===== config.mk =====
export PLATFORM = sky130hd
export DESIGN_NAME = length_prefixed_frame_receiver
export DESIGN_NICKNAME = d
export VERILOG_FILES = /design/src/hw/rtl/lpfr_pkg.sv /design/src/hw/rtl/lpfr_ram.sv /design/src/hw/rtl/length_prefixed_frame_receiver.sv
export SDC_FILE = /design/constraint.sdc
export NUM_CORES = 1
export LEC_CHECK = 0
export ABC_AREA = 1
export BUFFER_PORTS_ARGS = -buffer_cell sky130_fd_sc_hd__buf_2
export CORE_MARGIN = 2
export CORE_UTILIZATION = 35
export DETAILED_ROUTE_END_ITERATION = 8
export GPL_TIMING_DRIVEN = 0
export PLACE_DENSITY = 0.57
export SYNTH_ARGS = -nofsm -noshare
export SYNTH_HDL_FRONTEND = slang
export SYNTH_SLANG_ARGS = --single-unit
export TNS_END_PERCENT = 30

===== constraint.sdc =====
create_clock -name clk_i -period 6.65 [get_ports clk_i]
set_input_delay 1.33 -clock clk_i [delete_from_list [all_inputs] [get_ports clk_i]]
set_output_delay 1.33 -clock clk_i [all_outputs]
set_load 0.05 [all_outputs]

===== src/hw/rtl/lpfr_pkg.sv =====
package lpfr_pkg;

  typedef logic [7:0] byte_t;

  // input item kind
  localparam logic ModeByte = 1'b0;
  localparam logic ModeTick = 1'b1;

  // result kind
  localparam logic KindByte  = 1'b0;
  localparam logic KindError = 1'b1;

  localparam byte_t IdleTimeoutReset = 8'd30;
  localparam byte_t IdleCountMax     = 8'hff;

endpackage


===== src/hw/rtl/lpfr_ram.sv =====
module lpfr_ram #(
  parameter int Width = 8,
  parameter int Depth = 64
) (
  input  logic                     clk_i,
  input  logic                     we_i,
  input  logic [$clog2(Depth)-1:0] waddr_i,
  input  logic [Width-1:0]         wdata_i,
  input  logic                     re_i,
  input  logic [$clog2(Depth)-1:0] raddr_i,
  output logic [Width-1:0]         rdata_o
);

  logic [Width-1:0] mem_q [Depth];
  logic [Width-1:0] rdata_q;

  always_ff @(posedge clk_i) begin
    if (we_i) begin
      mem_q[waddr_i] <= wdata_i;
    end
    if (re_i) begin
      rdata_q <= mem_q[raddr_i];
    end
  end

  assign rdata_o = rdata_q;

endmodule


===== src/hw/rtl/length_prefixed_frame_receiver.sv =====
// channel  | direction | handshake                | payload
// ---------+-----------+--------------------------+-------------------------------
// in       | sink      | in_valid_i / in_stall_o  | mode_i, rx_byte_i
// out      | source    | out_valid_o / out_stall_i| kind_o, frame_byte_o, last_o
// cfg      | sink      | cfg_valid_i / cfg_ready_o| cfg_data_i (idle timeout ticks)
//
// a byte or tick request is taken while no frame is being sent and the output is not stalled
// a completed frame of N bytes is sent from the frame memory byte by byte, each byte
//   read from memory and then loaded into the output register, input stalled meanwhile
// stalls on the output channel stretch the read cycle and hold the input
// reset clears the frame count, idle count and timeout (back to 30 ticks);
//   frame memory contents are not cleared
module length_prefixed_frame_receiver #(
  parameter int MaxFrame = 64
) (
  input  logic            clk_i,
  input  logic            rst_ni,
  // input requests
  input  logic            in_valid_i,
  output logic            in_stall_o,
  input  logic            mode_i,
  input  lpfr_pkg::byte_t rx_byte_i,
  // result requests
  output logic            out_valid_o,
  input  logic            out_stall_i,
  output logic            kind_o,
  output lpfr_pkg::byte_t frame_byte_o,
  output logic            last_o,
  // configuration write
  input  logic            cfg_valid_i,
  output logic            cfg_ready_o,
  input  lpfr_pkg::byte_t cfg_data_i
);

  import lpfr_pkg::*;

  localparam int AddrW  = $clog2(MaxFrame);
  localparam int CountW = $clog2(MaxFrame + 1);

  typedef enum logic [1:0] {
    StIdle,   // taking bytes and ticks
    StRead,   // read one stored byte when the output register frees up
    StLoad    // move the read data into the output register
  } state_e;

  state_e              state_q, state_d;
  logic [CountW-1:0]   held_q, held_d;     // bytes of the partial frame, 0 = no frame
  logic [CountW-1:0]   len_q, len_d;       // copy of the length prefix
  byte_t               idle_q, idle_d;     // ticks since the last byte
  byte_t               timeout_q, timeout_d;
  logic [AddrW-1:0]    rd_addr_q, rd_addr_d;
  logic                out_valid_q, out_valid_d;
  logic                kind_q, kind_d;
  byte_t               byte_q, byte_d;
  logic                last_q, last_d;

  logic                in_take;
  logic                out_free;
  logic                mem_we;
  logic [AddrW-1:0]    mem_waddr;
  logic                mem_re;
  byte_t               mem_rdata;
  byte_t               idle_inc;
  logic [CountW-1:0]   held_inc;
  logic                bad_len;

  // output register is free at the next edge if empty or being taken now
  assign out_free   = !out_valid_q || !out_stall_i;
  assign in_stall_o = (state_q != StIdle) || (out_valid_q && out_stall_i);
  assign in_take    = in_valid_i && !in_stall_o;

  assign cfg_ready_o = 1'b1;

  assign idle_inc = (idle_q == IdleCountMax) ? idle_q : idle_q + 8'd1;
  assign held_inc = held_q + CountW'(1);
  assign bad_len  = (rx_byte_i == 8'd0) || (rx_byte_i > 8'(MaxFrame));

  // every accepted byte that opens or extends a frame lands in memory
  assign mem_we    = in_take && (mode_i == ModeByte) && ((held_q != '0) || !bad_len);
  assign mem_waddr = held_q[AddrW-1:0];
  assign mem_re    = (state_q == StRead) && out_free;

  lpfr_ram #(
    .Width (8),
    .Depth (MaxFrame)
  ) u_frame_ram (
    .clk_i   (clk_i),
    .we_i    (mem_we),
    .waddr_i (mem_waddr),
    .wdata_i (rx_byte_i),
    .re_i    (mem_re),
    .raddr_i (rd_addr_q),
    .rdata_o (mem_rdata)
  );

  always_comb begin
    state_d     = state_q;
    held_d      = held_q;
    len_d       = len_q;
    idle_d      = idle_q;
    timeout_d   = timeout_q;
    rd_addr_d   = rd_addr_q;
    out_valid_d = out_valid_q && out_stall_i;
    kind_d      = kind_q;
    byte_d      = byte_q;
    last_d      = last_q;

    if (cfg_valid_i && cfg_ready_o) begin
      timeout_d = cfg_data_i;
    end

    case (state_q)
      StIdle: begin
        if (in_take) begin
          if (mode_i == ModeTick) begin
            // ticks only count while a frame is open
            if (held_q != '0) begin
              if (idle_inc >= timeout_q) begin
                held_d      = '0;
                idle_d      = '0;
                out_valid_d = 1'b1;
                kind_d      = KindError;
                byte_d      = '0;
                last_d      = 1'b1;
              end else begin
                idle_d = idle_inc;
              end
            end
          end else begin
            idle_d = '0;
            if (held_q == '0) begin
              if (bad_len) begin
                out_valid_d = 1'b1;
                kind_d      = KindError;
                byte_d      = '0;
                last_d      = 1'b1;
              end else begin
                len_d = CountW'(rx_byte_i);
                if (rx_byte_i == 8'd1) begin
                  // single byte frame is complete at once
                  held_d    = '0;
                  rd_addr_d = '0;
                  state_d   = StRead;
                end else begin
                  held_d = CountW'(1);
                end
              end
            end else if (held_inc >= len_q) begin
              held_d    = '0;
              rd_addr_d = '0;
              state_d   = StRead;
            end else begin
              held_d = held_inc;
            end
          end
        end
      end
      StRead: begin
        if (out_free) begin
          state_d = StLoad;
        end
      end
      StLoad: begin
        out_valid_d = 1'b1;
        kind_d      = KindByte;
        byte_d      = mem_rdata;
        last_d      = (CountW'(rd_addr_q) + CountW'(1)) == len_q;
        if (last_d) begin
          state_d = StIdle;
        end else begin
          rd_addr_d = rd_addr_q + AddrW'(1);
          state_d   = StRead;
        end
      end
      default: begin
        state_d = StIdle;
      end
    endcase
  end

  always_ff @(posedge clk_i or negedge rst_ni) begin
    if (!rst_ni) begin
      state_q     <= StIdle;
      held_q      <= '0;
      len_q       <= '0;
      idle_q      <= '0;
      timeout_q   <= IdleTimeoutReset;
      rd_addr_q   <= '0;
      out_valid_q <= 1'b0;
      kind_q      <= KindByte;
      byte_q      <= '0;
      last_q      <= 1'b0;
    end else begin
      state_q     <= state_d;
      held_q      <= held_d;
      len_q       <= len_d;
      idle_q      <= idle_d;
      timeout_q   <= timeout_d;
      rd_addr_q   <= rd_addr_d;
      out_valid_q <= out_valid_d;
      kind_q      <= kind_d;
      byte_q      <= byte_d;
      last_q      <= last_d;
    end
  end

  assign out_valid_o  = out_valid_q;
  assign kind_o       = kind_q;
  assign frame_byte_o = byte_q;
  assign last_o       = last_q;

  // an open frame never holds its full length
  a_held_below_len: assert property (@(posedge clk_i) disable iff (!rst_ni)
    held_q != '0 |-> held_q < len_q)
    else $error("partial frame count reached its length");

  // idle time only accrues on an open frame
  a_idle_needs_frame: assert property (@(posedge clk_i) disable iff (!rst_ni)
    idle_q != '0 |-> held_q != '0)
    else $error("idle count running without a frame");

  // the load cycle always finds the output register empty
  a_load_slot_free: assert property (@(posedge clk_i) disable iff (!rst_ni)
    state_q == StLoad |-> !out_valid_q)
    else $error("output register overwritten");

  // no input is taken while a frame is being sent
  a_no_take_in_emit: assert property (@(posedge clk_i) disable iff (!rst_ni)
    state_q != StIdle |-> !in_take && !mem_we)
    else $error("input taken during frame emission");

  // a read is always followed by its load
  a_read_then_load: assert property (@(posedge clk_i) disable iff (!rst_ni)
    mem_re |=> state_q == StLoad)
    else $error("memory read without load");

endmodule

# == Yosys cells after proc, flatten, opt, wreduce, memory -nomap -nowiden ==
# Memories as Yosys holds them, arrays and structs flattened. A register that Yosys moved wholly into a read port is not among the register bits.
# Index checks and enable logic that the tools add are counted.
# totals
ff_bits,49
ram_bits,512
input_bits,22
out_inout_bits,13
wordCells,116
n_memories,1
# op_classes
addsub,4
n_lt_le_gt_ge,3
n_eq_ne,19
muxes,52
bitwise_logic,2
reduce_logical,25
# memory_table
memory,depth,width,read_ports,rd_ports_with_merged_regs,write_ports,line_no,text
u_frame_ram.mem_q,64,8,1,1,1,lpfr_ram.sv:14,logic [Width-1:0] mem_q [Depth];
# op_table
op,count
8-bit two-way mux,10
6-bit two-way mux,7
7-bit two-way mux,6
3-bit != test (second input constant),8
1-bit two-way mux,16
8-bit case mux with 2 select lines,1
2-bit two-way mux,7
6-bit case mux with 2 select lines,1
6-bit AND reduction,2
5-bit AND reduction,2
8-bit by 1-bit adder with 8-bit output (second input constant),1
8-bit by 1-bit equality test with 1-bit output (second input constant),1
8-bit equality test (second input constant),1
8-bit >= comparator,1
8-bit by 7-bit greater-than comparator with 1-bit output (second input constant),1
8-bit logical NOT,1
2-bit != test (second input constant),4
6-bit by 1-bit adder with 7-bit output (second input constant),1
7-bit by 1-bit adder with 7-bit output (second input constant),1
7-bit equality test,1
7-bit >= comparator,1
7-bit logical NOT,1
7-bit AND reduction,1
7-bit nonzero test,1
other kinds (13),28

# == Logic depth before layout (Yosys ltp) ==
# depth
word_depth,8
depth_mapped,18
ltp_nobuf,18

# == Modules after synthesis ==
# Synthesis repeated with hierarchy kept, for this count alone.
# hier_totals
hier_cells,2224
hier_area_um2,24627.4
# by_module_without_submodules
module,instances,cells_per_inst,area_each_um2,seq_area_each_um2
lpfr_ram,1,1806,21425.5,15615.0
length_prefixed_frame_receiver,1,418,3201.8,1231.2

# == Worst setup path before layout ==
# OpenSTA, ideal clock, no wires.
# synth_path
path_type,input to output
from,input port out_stall_i
to,output port in_stall_o
arrival_time_ns,1.759
t_required_ns,5.320
setup_slack_ns,3.561
cell_stages,2
n_path_buf,0
path_cell_list,nand2_1 nand2_1
# synth_between
elab_chain_len,2
# synth_rtl
element,line_no,text
start: declaration,length_prefixed_frame_receiver.sv:25,"input logic out_stall_i,"
1-bit logical AND,length_prefixed_frame_receiver.sv:69,assign in_stall_o = (state_q != StIdle) || (out_valid_q && out_stall_i);
1-bit logical OR,length_prefixed_frame_receiver.sv:69,
end: declaration,length_prefixed_frame_receiver.sv:20,"output logic in_stall_o,"
# No other way between the ends.

# == Final worst setup path ==
# layout_path
from,input port rx_byte_i[3]
to,"memory u_frame_ram.mem_q[45][1], enable pin"
# layout_between
elab_chain_len,7
word_cells_on_any_way,8
cone_classes,order compare: 1; mux: 2; reduce/logical: 5
# layout_rtl
element,line_no,text
start: declaration,length_prefixed_frame_receiver.sv:22,"input lpfr_pkg::byte_t rx_byte_i,"
8-bit by 7-bit greater-than comparator with 1-bit output / 8-bit logical NOT (equally long branches),length_prefixed_frame_receiver.sv:76,assign bad_len = (rx_byte_i == 8'd0) || (rx_byte_i > 8'(MaxFrame));
1-bit logical OR (*),length_prefixed_frame_receiver.sv:76,
1-bit logical NOT (*),length_prefixed_frame_receiver.sv:79,assign mem_we = in_take && (mode_i == ModeByte) && ((held_q != '0) || !bad_len);
1-bit logical OR (*),length_prefixed_frame_receiver.sv:79,
1-bit logical AND (*),length_prefixed_frame_receiver.sv:79,
1-bit two-way mux (*),lpfr_ram.sv:18,if (we_i) begin
1-bit two-way mux (implied by the code) (*),lpfr_ram.sv:19,mem_q[waddr_i] <= wdata_i;
end: declaration,lpfr_ram.sv:14,
# Every way passes the cells marked *; elsewhere a longest branch is shown, timed or not.

==> results.txt <==
* Slew Viols, Final: 0
- Summed over all layers, the global routing overflow is 0.
- In this run, synthesis produced a sequential element count of 569.
- Input and output buffers added on the ports amount to 33.
* Chain of cells forming the critical path: buf_2 -> nor2_1 -> nand3_1 -> or2_1 -> nand2_1 -> nand2_1 -> nand2_2 -> nor2_2 -> nand2_1 -> nor2_1
* Source-to-sink clock delay at the later pin of the worst-skew pair: 0.64 ns
* Share of synthesized area occupied by flip-flops and latches: 71.34%
* Die area: 69560 µm²
- Via count of the first global-routing pass: 15595
* Largest clock skew in the final design: ~0.024 ns
* Total number of nets in the final design: 2057
* Run status: complete, no violations
- The synthesized design contains between 500 and 600 enable-type register cells.
- Area leader, netlist: sky130_fd_sc_hd__edfxtp_1
* Vias per cell: 5.732
* Die height: 263.7 µm
- Global-route wire length before repair: 114.3 mm
- The core region is 67040 µm².
- Share of flip-flops with an asynchronous set or reset: 8.612%
- During synthesis, Yosys emitted a total of 0 warnings.
- Summed over all failing endpoints, the final setup total negative slack is 0 ns.
- For this design the top-level I/O count stands at 35.
- Starting density of the core: 35.22%
* Initial DRC count: 2629
- The area growth from synthesis to layout is 13.15%.
* Number of buffers added by the clock tree synthesis step: 57
- TritonCTS built the clock tree.
- Top cells by area in the synthesized netlist: sky130_fd_sc_hd__edfxtp_1 (66%), sky130_fd_sc_hd__nor2_1 (5.9%), sky130_fd_sc_hd__o21ai_0 (5.7%)
* Clock root buffer: sky130_fd_sc_hd__clkbuf_16
- Row count: 95
* Stage delay of the slowest cell on the critical path: 1.06 ns
* CP required: 6.90 ns
- Number of vias after detailed routing: 16834
- Router iterations before antenna repair: 5
- In this run the remaining antenna-violating nets after routing total 0.
* Worst slew margin relative to its limit: 5.300%
* Placer congestion estimate: 0.9593
* Peak ir drop on the vdd network: 0.0002115 V
- Mean area per synthesized cell: ~12 µm²
- Overall power consumption after layout is estimated at 0.009884 W.
- Tcrit/Tclk final: 72.12%
* Multi-input gate area in the final layout: 5973 µm²
- Post-synth top flop: sky130_fd_sc_hd__edfxtp_1
- Detailed placement finished with a half-perimeter wire length of 52.98 mm.
* Critical Path Sink Type: flip-flop
- Counting the fill cells in the layout gives 6349.
- Count of final setup violators: 0
* Most frequent cell on the critical path: sky130_fd_sc_hd__nand2_1
- By count the netlist is led by sky130_fd_sc_hd__edfxtp_1 (520), sky130_fd_sc_hd__nor2_1 (374), sky130_fd_sc_hd__o21ai_0 (268).
* Arrival @ worst endpoint: about 5 ns
* Worst Setup Path Type: primary input to flip-flop
- Setup repair after global routing left no endpoint under its margin.
* Post-CTS Setup Repair Bufs: 0
- Global routing used 23.19% of the available tracks across all layers.
- Counting every net in the synthesized netlist gives between 1500 and 2000.
* Type of the tightest min-delay check: flip-flop to flip-flop
- Timing would allow up to 0.2085 GHz.
* Maximum fanout along the worst path: 66
- Power spread over the standard cell area amounts to 369.9 nW/µm².
- For this run, design rule violations remaining after detail routing come to 0.
- FF/Latch Area: 16850 µm²
* Total wire length: between 80 and 90 mm
* Number of cells upsized or downsized after cts: 0
- Pleak: 9.129 nW
* Maximum number of pins on one net before global-route repair: about 70
- Count of mapped cells out of synthesis: 1924
* Maximum Capacitance Violations: 0
- Leading cell type by number of instances after synthesis: sky130_fd_sc_hd__edfxtp_1
- Measured along the x axis, the die boundary spans approximately 260 µm.
- Fraction of synthesized cell area taken by the top area cell type: 66.13%
* Element type at the critical path start: primary input
- The H-tree generated during clock tree synthesis spans 2 levels.
- For the pin with the worst max-slew slack, the measured transition is between 1 and 1.5 ns.
* CTS hold repair buffers: 0
- The clock period could shrink to roughly 4.8 ns.
- Clock-pin slew was measured on the worst setup and hold paths at 0.06 ns.
- Number of hold violations in the final report: 0
- The slowest stage of the critical path belongs to the cell sky130_fd_sc_hd__nor2_1.
- Number of antenna violations at the first check in global routing: 6
* Fraction of final layout cells sized beyond drive strength 1: 10.18%
- The synthesized netlist contains 40 unique library cells.
* Total standard cell area after synthesis: roughly 24000 µm²
- Average wire length per cell after detail routing: 28.07 µm
- The tree built by TritonCTS fans out to 569 sinks.
* Deepest clock path buffer count: 3
==> critical path: cells and delay by family <==
kind	cells	cell delay, ns
buf+inv	1	0.99
simple gates	9	2.64
==> kinds of logic (layout without fill, tap and decap cells) <==
kind of cell | count (synthesis) | after routing | share of synthesized area, %
AO/OA/AOI/OAI | 468 | 468 | 11.81
XOR/XNOR | 6 | 6 | 0.2225
flip-flops | 569 | 569 | 71.34
adder cells (fa/ha/maj) | 19 | 19 | 1.007
AND/OR/NAND/NOR | 678 | 678 | 11.94
other | 1 | 3 | 0.01588
multiplexers | 6 | 6 | 0.3020
buffers and inverters | 177 | 315 | 3.365
==> state kept, by name, indices dropped and copies added (netlist names), 6 cells and up <==
| signal | flops |
|---|---|
| len_q | 7 |
| timeout_q | 8 |
| rd_addr_q | 6 |
| u_frame_ram.mem_q | 512 |
| idle_q | 8 |
| held_q | 7 |
| u_frame_ram.rdata_o | 8 |
| frame_byte_o | 8 |
==> worst paths after layout <==
kind,depth (start not counted),slack (ns),to,from
max reg2reg,11,2.95,u_frame_ram.mem_q[45][1],held_q[0]
min reg2reg,2,0.45,frame_byte_o[4],u_frame_ram.rdata_o[4]
max in group asynchronous,1,5.00,rd_addr_q[0],rst_ni
min in group asynchronous,1,0.93,timeout_q[0],rst_ni
min,2,0.45,frame_byte_o[4],u_frame_ram.rdata_o[4]
max,10,1.85,u_frame_ram.mem_q[45][1],rx_byte_i[3]
==> layout by cell type, fill, tap and decap left out, drive strengths merged, types with 8 or more instances in the layout <==
cell type  synthesis  final
a21oi             19     19
buf               60     93
clkbuf            54    125
clkinv             2     22
clkinvlp           0      8
dfrtp             45     45
edfxtp           520    520
ha                19     19
inv               61     62
nand2            170    170
nand3            113    113
nand4              9      9
nor2             382    382
o211ai            73     73
o21ai            278    278
o221ai            48     48
o22ai             45     45
==> where the power goes <==
| part | switching [W] | internal [W] |
|---|---|---|
| clock network | 0.00141 | 0.00180 |
| logic | 0.00197 | 0.000616 |
| registers | 0.0000685 | 0.00402 |
==> metal layers <==
| layer | track usage [%] | up-vias | part of all wire [%] |
|---|---|---|---|
| met3 | 4.940 | 204 | 11 |
| met1 | 32.27 | 8308 | 40 |
| met5 | 0 | - | 0 |
| met4 | 10.78 | 0 | 5.4 |
| met2 | 34.76 | 1088 | 43 |
| li1 | - | 7234 | - |
==> stage by stage <==
step / hold slack, ns / cells / area [µm²] / utilization (%) / setup WS [ns]
after floorplan: 0.4257 / 1924 / 23610 / - / 3.561
after global placement: 0.4308 / 2830 / 24870 / 37.10 / 1.357
after CTS: 0.4501 / 2935 / 26700 / 39.83 / 1.948
after detailed placement: 0.4371 / 2830 / 24870 / 37.10 / 1.282
after global routing: 0.4672 / 2935 / 26710 / 39.85 / 1.789
final: 0.4473 / 2937 / 26720 / 39.86 / 1.854
==> cell type report <==
class,count,share of cell area [%]
plain buffers,114,2.079
inverters,63,0.8944
clock buffers,71,5.615
multi-input cells,1178,22.36
repair buffers,33,0.6743
well taps,873,4.088
flip-flops and latches,569,63.05
diodes,2,0.01873
clock inverters,34,1.227
No activity file was read; power rests on OpenSTA's default activity.
